**config.mk**
```make
export PLATFORM = sky130hd
export DESIGN_NAME = ahb_clock_and_mdc_divider_select
export DESIGN_NICKNAME = d
export VERILOG_FILES = /design/src/design/ahbcd_pkg.sv /design/src/design/ahbcd_cfg.sv /design/src/design/ahbcd_div.sv /design/src/design/ahb_clock_and_mdc_divider_select.sv
export SDC_FILE = /design/constraint.sdc
export NUM_CORES = 2
export LEC_CHECK = 0
export BUFFER_PORTS_ARGS = -buffer_cell sky130_fd_sc_hd__buf_2
export CORE_MARGIN = 3
export CORE_UTILIZATION = 40
export DETAILED_ROUTE_END_ITERATION = 16
export GPL_TIMING_DRIVEN = 0
export PLACE_DENSITY_LB_ADDON = 0.3
export SYNTH_ARGS = -nofsm -noshare
export SYNTH_HDL_FRONTEND = slang
export SYNTH_HIERARCHICAL = 1
export SYNTH_SLANG_ARGS = --single-unit
```
**constraint.sdc**
```tcl
create_clock -name clk -period 9 [get_ports clk]
set_input_delay 0 -clock clk [delete_from_list [all_inputs] [get_ports clk]]
set_output_delay 0 -clock clk [all_outputs]
set_load 0.01 [all_outputs]
```
**src/design/ahbcd_pkg.sv**
```systemverilog
// Types, constants and tables of the bus clock and management divider select block.
package ahbcd_pkg;

  localparam int HzW    = 26;               // oscillator and limit registers
  localparam int BusW   = 32;               // bus clock and minimum bus register
  localparam int NW     = 9;                // PLL N field
  localparam int MW     = 6;                // PLL M field
  localparam int ProdW  = HzW + NW;         // exact source * N
  localparam int ThrW   = HzW + 1 + 7;      // (limit + 1) * divider
  localparam int NMdc   = 6;
  localparam int DivBitsDef = 5;            // quotient bits resolved per division stage
  localparam int PAddrW = 4;
  localparam int PDataW = 32;

  // Bus prescaler shifts for codes 8 to 15
  localparam logic [3:0] PrescShift [8] = '{4'd1, 4'd2, 4'd3, 4'd4, 4'd6, 4'd7, 4'd8, 4'd9};
  // Management clock dividers, in order of preference, and their range codes
  localparam logic [6:0] MdcDiv [NMdc] = '{7'd16, 7'd26, 7'd42, 7'd62, 7'd102, 7'd124};
  localparam logic [2:0] MdcCode [NMdc] = '{3'd2, 3'd3, 3'd0, 3'd1, 3'd4, 3'd5};

  // Reset values of the registers
  localparam logic [HzW-1:0]  ExtOscRst = 26'd8000000;
  localparam logic [HzW-1:0]  IntOscRst = 26'd16000000;
  localparam logic [HzW-1:0]  MdcLimRst = 26'd2375000;
  localparam logic [BusW-1:0] MinBusRst = 32'd25000000;

  // Reciprocal of three, exact for any 32-bit dividend after a shift by 33
  localparam logic [31:0] Recip3 = 32'hAAAAAAAB;

  typedef enum logic [1:0] {
    REG_EXT_OSC = 2'd0,
    REG_INT_OSC = 2'd1,
    REG_MDC_LIM = 2'd2,
    REG_MIN_BUS = 2'd3
  } reg_idx_t;

  typedef enum logic [1:0] {
    ST_OK   = 2'd0,
    ST_LOW  = 2'd1,
    ST_HIGH = 2'd2
  } status_t;

  typedef enum logic [1:0] {
    PDIV2 = 2'd0,
    PDIV4 = 2'd1,
    PDIV6 = 2'd2,
    PDIV8 = 2'd3
  } pdiv_t;

  // Register view handed to the datapath
  typedef struct packed {
    logic [HzW-1:0]             ext_osc_hz;
    logic [HzW-1:0]             int_osc_hz;
    logic [BusW-1:0]            min_bus_hz;
    logic [NMdc-1:0][ThrW-1:0]  thr;        // bus clock must stay below thr[i]
  } cfg_t;

  // Side information carried alongside the division
  typedef struct packed {
    logic [MW-1:0]  m;
    pdiv_t          pdiv;
    logic           use_pll;
    logic           m_zero;
    logic [HzW-1:0] direct_hz;
    logic [3:0]     hpre;
  } side_t;

endpackage

```
**src/design/ahbcd_cfg.sv**
```systemverilog
// APB register file with precomputed management clock thresholds.
module ahbcd_cfg (
  input  logic                          clk,
  input  logic                          rst,
  input  logic                          psel,
  input  logic                          penable,
  input  logic                          pwrite,
  input  logic [ahbcd_pkg::PAddrW-1:0]  paddr,
  input  logic [ahbcd_pkg::PDataW-1:0]  pwdata,
  output logic [ahbcd_pkg::PDataW-1:0]  prdata,
  output logic                          pready,
  output ahbcd_pkg::cfg_t               cfg
);
  import ahbcd_pkg::*;

  logic [HzW-1:0]  ext_osc_hz;
  logic [HzW-1:0]  int_osc_hz;
  logic [HzW-1:0]  mdc_lim_hz;
  logic [BusW-1:0] min_bus_hz;
  logic [NMdc-1:0][ThrW-1:0] thr;
  logic [HzW:0]    lim_p1;
  logic            wr;
  reg_idx_t        idx;

  assign pready = 1'b1;
  assign wr     = psel & penable & pwrite;
  assign idx    = reg_idx_t'(paddr[3:2]);

  // Register writes
  always_ff @(posedge clk) begin
    if (rst) begin
      ext_osc_hz <= ExtOscRst;
      int_osc_hz <= IntOscRst;
      mdc_lim_hz <= MdcLimRst;
      min_bus_hz <= MinBusRst;
    end else if (wr) begin
      case (idx)
        REG_EXT_OSC: ext_osc_hz <= pwdata[HzW-1:0];
        REG_INT_OSC: int_osc_hz <= pwdata[HzW-1:0];
        REG_MDC_LIM: mdc_lim_hz <= pwdata[HzW-1:0];
        REG_MIN_BUS: min_bus_hz <= pwdata[BusW-1:0];
        default: ;
      endcase
    end
  end

  // Read back
  always_comb begin
    case (idx)
      REG_EXT_OSC: prdata = PDataW'(ext_osc_hz);
      REG_INT_OSC: prdata = PDataW'(int_osc_hz);
      REG_MDC_LIM: prdata = PDataW'(mdc_lim_hz);
      REG_MIN_BUS: prdata = PDataW'(min_bus_hz);
      default:     prdata = '0;
    endcase
  end

  // floor(bus / d) <= limit  <=>  bus < (limit + 1) * d; refreshed every cycle
  assign lim_p1 = {1'b0, mdc_lim_hz} + (HzW+1)'(1);

  always_ff @(posedge clk) begin
    for (int i = 0; i < NMdc; i++) begin
      thr[i] <= ThrW'(lim_p1) * ThrW'(MdcDiv[i]);
    end
  end

  assign cfg.ext_osc_hz = ext_osc_hz;
  assign cfg.int_osc_hz = int_osc_hz;
  assign cfg.min_bus_hz = min_bus_hz;
  assign cfg.thr        = thr;

endmodule

```
**src/design/ahbcd_div.sv**
```systemverilog
// One stage of the restoring divider for source * N / M.
module ahbcd_div #(
  parameter int DivBits = ahbcd_pkg::DivBitsDef,
  parameter int WorkW   = ahbcd_pkg::ProdW
) (
  input  logic                       clk,
  input  logic                       en,
  input  logic [WorkW-1:0]           work_in,   // dividend bits above, quotient bits below
  input  logic [ahbcd_pkg::MW-1:0]   rem_in,
  input  ahbcd_pkg::side_t           side_in,
  output logic [WorkW-1:0]           work_out,
  output logic [ahbcd_pkg::MW-1:0]   rem_out,
  output ahbcd_pkg::side_t           side_out
);
  import ahbcd_pkg::*;

  logic [WorkW-1:0] w;
  logic [MW-1:0]    r;

  // DivBits shift-and-subtract steps, remainder kept below M when M is nonzero
  always_comb begin
    logic [MW:0] t;
    w = work_in;
    r = rem_in;
    for (int k = 0; k < DivBits; k++) begin
      t = {r, w[WorkW-1]};
      w = {w[WorkW-2:0], 1'b0};
      if (t >= {1'b0, side_in.m}) begin
        t    = t - {1'b0, side_in.m};
        w[0] = 1'b1;
      end
      r = t[MW-1:0];
    end
  end

  always_ff @(posedge clk) begin
    if (en) begin
      work_out <= w;
      rem_out  <= r;
      side_out <= side_in;
    end
  end

endmodule

```
**src/design/ahb_clock_and_mdc_divider_select.sv**
```systemverilog
// Top level: bus clock computation and management clock divider selection pipeline.
//
//  Channel | Direction | Handshake              | Payload
//  s_*     | in        | s_tvalid / s_tready    | clock_cfg_word, pll_cfg_word
//  m_*     | out       | m_tvalid / m_tready    | bus_hz, divider_code, divider_status
//  APB     | in        | psel, penable, pwrite  | four registers at 0x0..0xC, read as 32 bits
//
// One transfer per cycle sustained while the receiver takes results; the radix-2
// divider for source * N / M is spread over NDiv stages, with the default of five
// quotient bits per stage.
// Reset clears every stage valid bit; the registers return to their defaults.
// Each stage holds while it is full and the one after it cannot take data, so an
// empty stage always accepts and back-pressure only reaches the input when all are full.
module ahb_clock_and_mdc_divider_select #(
  parameter int DivBits = ahbcd_pkg::DivBitsDef
) (
  input  logic                          clk,
  input  logic                          rst,
  input  logic                          s_tvalid,
  output logic                          s_tready,
  input  logic [63:0]                   s_tdata,   // [31:0] clock_cfg_word, [63:32] pll_cfg_word
  output logic                          m_tvalid,
  input  logic                          m_tready,
  output logic [39:0]                   m_tdata,   // [31:0] bus_hz, [34:32] divider_code,
                                                   // [36:35] divider_status, [39:37] zero
  input  logic                          psel,
  input  logic                          penable,
  input  logic                          pwrite,
  input  logic [ahbcd_pkg::PAddrW-1:0]  paddr,
  input  logic [ahbcd_pkg::PDataW-1:0]  pwdata,
  output logic [ahbcd_pkg::PDataW-1:0]  prdata,
  output logic                          pready
);
  import ahbcd_pkg::*;

  localparam int NDiv   = (ProdW + DivBits - 1) / DivBits;
  localparam int WorkW  = NDiv * DivBits;
  localparam int NStage = NDiv + 4;   // entry, divider stages, P divide, prescale, select

  cfg_t cfg;

  ahbcd_cfg u_cfg (
    .clk     (clk),
    .rst     (rst),
    .psel    (psel),
    .penable (penable),
    .pwrite  (pwrite),
    .paddr   (paddr),
    .pwdata  (pwdata),
    .prdata  (prdata),
    .pready  (pready),
    .cfg     (cfg)
  );

  // Stage valid bits and per-stage load enables
  logic [NStage-1:0] vld;
  logic [NStage-1:0] rdy;

  always_comb begin
    rdy[NStage-1] = ~vld[NStage-1] | m_tready;
    for (int k = NStage - 2; k >= 0; k--) begin
      rdy[k] = ~vld[k] | rdy[k+1];
    end
  end

  always_ff @(posedge clk) begin
    if (rst) begin
      vld <= '0;
    end else begin
      if (rdy[0]) begin
        vld[0] <= s_tvalid;
      end
      for (int k = 1; k < NStage; k++) begin
        if (rdy[k]) begin
          vld[k] <= vld[k-1];
        end
      end
    end
  end

  assign s_tready = rdy[0];
  assign m_tvalid = vld[NStage-1];

  // Entry stage: decode, pick sources, form source * N
  logic [31:0]    cfg_w;
  logic [31:0]    pll_w;
  logic [HzW-1:0] pll_src;
  logic [ProdW-1:0] prod;
  side_t          side0;

  assign cfg_w   = s_tdata[31:0];
  assign pll_w   = s_tdata[63:32];
  assign pll_src = pll_w[22] ? cfg.ext_osc_hz : cfg.int_osc_hz;
  assign prod    = {{NW{1'b0}}, pll_src} * {{HzW{1'b0}}, pll_w[14:6]};

  always_comb begin
    side0.m         = pll_w[5:0];
    side0.pdiv      = pdiv_t'(pll_w[17:16]);
    side0.use_pll   = ~cfg_w[2] & cfg_w[3];
    side0.m_zero    = ~cfg_w[2] & cfg_w[3] & (pll_w[5:0] == '0);
    side0.direct_hz = cfg_w[2] ? cfg.ext_osc_hz : cfg.int_osc_hz;
    side0.hpre      = cfg_w[7:4];
  end

  logic [NDiv:0][WorkW-1:0] dwork;
  logic [NDiv:0][MW-1:0]    drem;
  side_t                    dside [NDiv+1];

  always_ff @(posedge clk) begin
    if (rdy[0]) begin
      dwork[0] <= WorkW'(prod);
      drem[0]  <= '0;
      dside[0] <= side0;
    end
  end

  // Divider stages
  for (genvar g = 0; g < NDiv; g++) begin : g_div
    ahbcd_div #(
      .DivBits (DivBits),
      .WorkW   (WorkW)
    ) u_div (
      .clk      (clk),
      .en       (rdy[g+1]),
      .work_in  (dwork[g]),
      .rem_in   (drem[g]),
      .side_in  (dside[g]),
      .work_out (dwork[g+1]),
      .rem_out  (drem[g+1]),
      .side_out (dside[g+1])
    );
  end

  // P divide: shifts for 2, 4, 8; half times reciprocal of three for 6
  logic [31:0] vco;
  logic [31:0] pshift;
  logic [31:0] p_shift;
  logic [62:0] p_mul;
  side_t       p_side;

  assign vco = dwork[NDiv][31:0];

  always_comb begin
    case (dside[NDiv].pdiv)
      PDIV2:   pshift = vco >> 1;
      PDIV4:   pshift = vco >> 2;
      PDIV8:   pshift = vco >> 3;
      default: pshift = vco >> 1;
    endcase
  end

  always_ff @(posedge clk) begin
    if (rdy[NDiv+1]) begin
      p_shift <= pshift;
      p_mul   <= {32'b0, vco[31:1]} * {31'b0, Recip3};
      p_side  <= dside[NDiv];
    end
  end

  // Prescale: choose the source, apply the bus prescaler shift
  logic [31:0] pll_hz;
  logic [31:0] raw_hz;
  logic [31:0] bus_q;
  logic        mz_q;

  assign pll_hz = (p_side.pdiv == PDIV6) ? 32'(p_mul[62:33]) : p_shift;

  always_comb begin
    if (p_side.m_zero) begin
      raw_hz = '0;
    end else if (p_side.use_pll) begin
      raw_hz = pll_hz;
    end else begin
      raw_hz = 32'(p_side.direct_hz);
    end
  end

  always_ff @(posedge clk) begin
    if (rdy[NDiv+2]) begin
      bus_q <= p_side.hpre[3] ? (raw_hz >> PrescShift[p_side.hpre[2:0]]) : raw_hz;
      mz_q  <= p_side.m_zero;
    end
  end

  // Divider select: first divider whose threshold lies above the bus clock
  logic [2:0] code_c;
  status_t    stat_c;

  always_comb begin
    code_c = '0;
    stat_c = ST_HIGH;
    if (mz_q || (bus_q < cfg.min_bus_hz)) begin
      stat_c = ST_LOW;
    end else begin
      for (int i = NMdc - 1; i >= 0; i--) begin
        if (ThrW'(bus_q) < cfg.thr[i]) begin
          code_c = MdcCode[i];
          stat_c = ST_OK;
        end
      end
    end
  end

  logic [31:0] out_hz;
  logic [2:0]  out_code;
  status_t     out_stat;

  always_ff @(posedge clk) begin
    if (rdy[NStage-1]) begin
      out_hz   <= bus_q;
      out_code <= code_c;
      out_stat <= stat_c;
    end
  end

  assign m_tdata = {3'b000, out_stat, out_code, out_hz};

endmodule

```
==> results.json <==
{
  "status": "finished clean",
  "die-area_um2": 212000,
  "critPathCaptureType": "flop",
  "start_util_pct": 40.3,
  "cts-root-buf": "clkbuf_16",
  "mostFrequentLayoutCells": "1120 x inv_1, 918 x ha_1, 764 x edfxtp_1",
  "worst_setup_path_start_kind": "flop",
  "crit_fanout": 8,
  "cts_tree": "built",
  "fin_cells": 11200,
  "port_buffers": 126,
  "dr.pass1.iters": 5,
  "fin_crit_ns": 8.97,
  "rr_startpoint": "g_div[3].u_div/side_out[38]$_DFFE_PP_",
  "finalWeightedCongestion": 0.908,
  "fmaxAchievable_mhz": 112,
  "drv_slew": 0,
  "core_um2": 205000,
  "grt_max_degree": 72,
  "grt.busiest_layer": "met2",
  "hold_ws_ns": 0.0780,
  "yosys_warnings": 6,
  "grt_pass1_vias": 58800,
  "use_met2_pct": 33.9,
  "required_ns": 9.50,
  "clkSlewWorstSetupHoldPaths_ns": 0.06,
  "hold_viol_final": 0,
  "final_common_cell": "inv_1",
  "hold_end": "dside[281]$_DFFE_PP_",
  "antenna_left": 0,
  "min_path_cells": 2,
  "cap_violations": 0,
  "drt_wl_total_um": 224000,
  "rr_worst_depth": 41,
  "ioPinCount": 182,
  "cts_buffers": 115,
  "die_h_um": 460,
  "crit_arrival_ns": 9.47,
  "maxSlewHeadroom_pct": 10.2,
  "grt-ovfl-total": 0,
  "h-tree-depth": 3,
  "crit_top_cell": "mux2_4",
  "clock_skew_ns": 0.0879,
  "fp.dieW_um": 460,
  "period_share_pct": 99.6,
  "fin_area_um2": 95700,
  "drc": 0,
  "rsz0062_at_grt": "yes",
  "r2r-end": "g_div[4].u_div/rem_out[1]$_DFFE_PP_",
  "grt_pass1_wl_um": 343000,
  "drt-initial-drc-count": 3915,
  "place_area_um2": 87000,
  "reg2reg_slack_ns": 0.03,
  "clockBufferDepth": 3,
  "cp_slowest_stage_delay_ns": 0.44,
  "nets": 10100,
  "place_inst": 10600,
  "grtUsageMet3_pct": 2.90,
  "dpl.hpwl_um": 176000,
  "worstSetupPathType": "reg -> reg",
  "antenna_found_initial": 30,
  "clock-sinks": 1032,
  "area_delta_synth_final_pct": 16.0,
  "wl_per_cell_um": 20.0,
  "drive_gt1_share_pct": 15.0,
  "worstMarginPinSlew_ns": 1.34,
  "finalSetupViolCount": 0,
  "syn_avg_cell_area_um2": 10.6,
  "grt_usage_pct": 20.8,
  "routed_via_density": 5.27,
  "cp_slowest_cell": "edfxtp_1",
  "clock_latency_ns": 0.79,
  "hp-start": "s_tdata[5]",
  "rows": 166,
  "hold_path.class": "in -> reg",
  "synthesis.area_um2": 82500,
  "met1_usage_pct": 28.3,
  "num_vias": 59000,
  "syn_inst": 7781
}
==> final cells by class <==
| type | instances | area (um^2) |
|---|---|---|
| flip-flops and latches | 1032 | 28300 |
| diodes | 12 | 30.0 |
| repair buffers | 457 | 3530 |
| plain buffers | 220 | 1180 |
| clock buffers | 131 | 2980 |
| fillers | 18900 | 109000 |
| clock inverters | 89 | 1140 |
| multi-input cells | 5390 | 50600 |
| well taps | 2688 | 3360 |
| inverters | 1175 | 4520 |
==> timing repair <==
action | CTS | global route
hold buffers | 73 | 0
cloned | 0 | 1
setup buffers | 87 | 157
hold endpoints to repair | 137 | 0
gates resized for setup | 198 | 245
pin swaps | 42 | 136
setup endpoints to repair | 42 | 43
==> how the worst max path moves through the flow <==
stage | start | end | slack (ns) | depth (start not counted)
6_report | g_div[3].u_div/side_out[38]$_DFFE_PP_ | g_div[4].u_div/rem_out[1]$_DFFE_PP_ | 0.03 | 41
5_1_grt | g_div[3].u_div/side_out[38]$_DFFE_PP_ | g_div[4].u_div/rem_out[1]$_DFFE_PP_ | -0.39 | 41
4_1_cts | g_div[0].u_div/side_out[37]$_DFFE_PP_ | g_div[1].u_div/rem_out[1]$_DFFE_PP_ | 0.006 | 43
3_5_place_dp | g_div[3].u_div/side_out[38]$_DFFE_PP_ | g_div[4].u_div/rem_out[2]$_DFFE_PP_ | -2.00 | 41
3_3_place_gp | vld[10]$_SDFFE_PP0P_ | dside[319]$_DFFE_PP_ | -3.05 | 6
2_1_floorplan | g_div[0].u_div/side_out[38]$_DFFE_PP_ | g_div[1].u_div/rem_out[2]$_DFFE_PP_ | 0.008 | 41
==> layer usage <==
layer / wire length, um / part of all wire (%) / vias up
met5: 38 / 0.017 / -
met4: 8530 / 3.8 / 10
met3: 11300 / 5.0 / 359
met2: 104000 / 47 / 1438
met1: 100000 / 45 / 29000
li1: - / - / 28200
==> critical path: cells and delay by family, from the launching register on <==
family | cells | cell delay (ns)
AO/OA/AOI/OAI | 18 | 3.27
multiplexers | 6 | 1.86
adder cells (fa/ha/maj) | 5 | 1.30
AND/OR/NAND/NOR | 7 | 1.06
buffers and inverters | 5 | 0.71
flip-flops | 1 | 0.44
==> sequential cells by signal, summed over array words and instances, names as in the netlist, 30 cells and up <==
signal and flops:
dwork 34, g_div.u_div/rem_out 36, p_shift 31, bus_q 31, p_mul 30, out_hz 31
u_cfg/cfg 147, u_cfg/min_bus_hz 32, dside 40, g_div.u_div/work_out 217, p_side 34, g_div.u_div/side_out 274
==> per-stage QoR <==
stage / setup WS (ns) / TNS, ns / util, %
2_1_floorplan: 0.00811 / 0 / -
3_3_place_gp: -3.05 / -540.98 / 42.3
3_5_place_dp: -2.00 / -71.12 / 42.5
4_1_cts: 0.00600 / 0 / 45.5
5_1_grt: -0.386 / -5.91 / 46.7
6_report: 0.0325 / 0 / 46.7
Power is not shown: default switching activity piles up to over one toggle a cycle in this logic, so the estimate is an artifact.
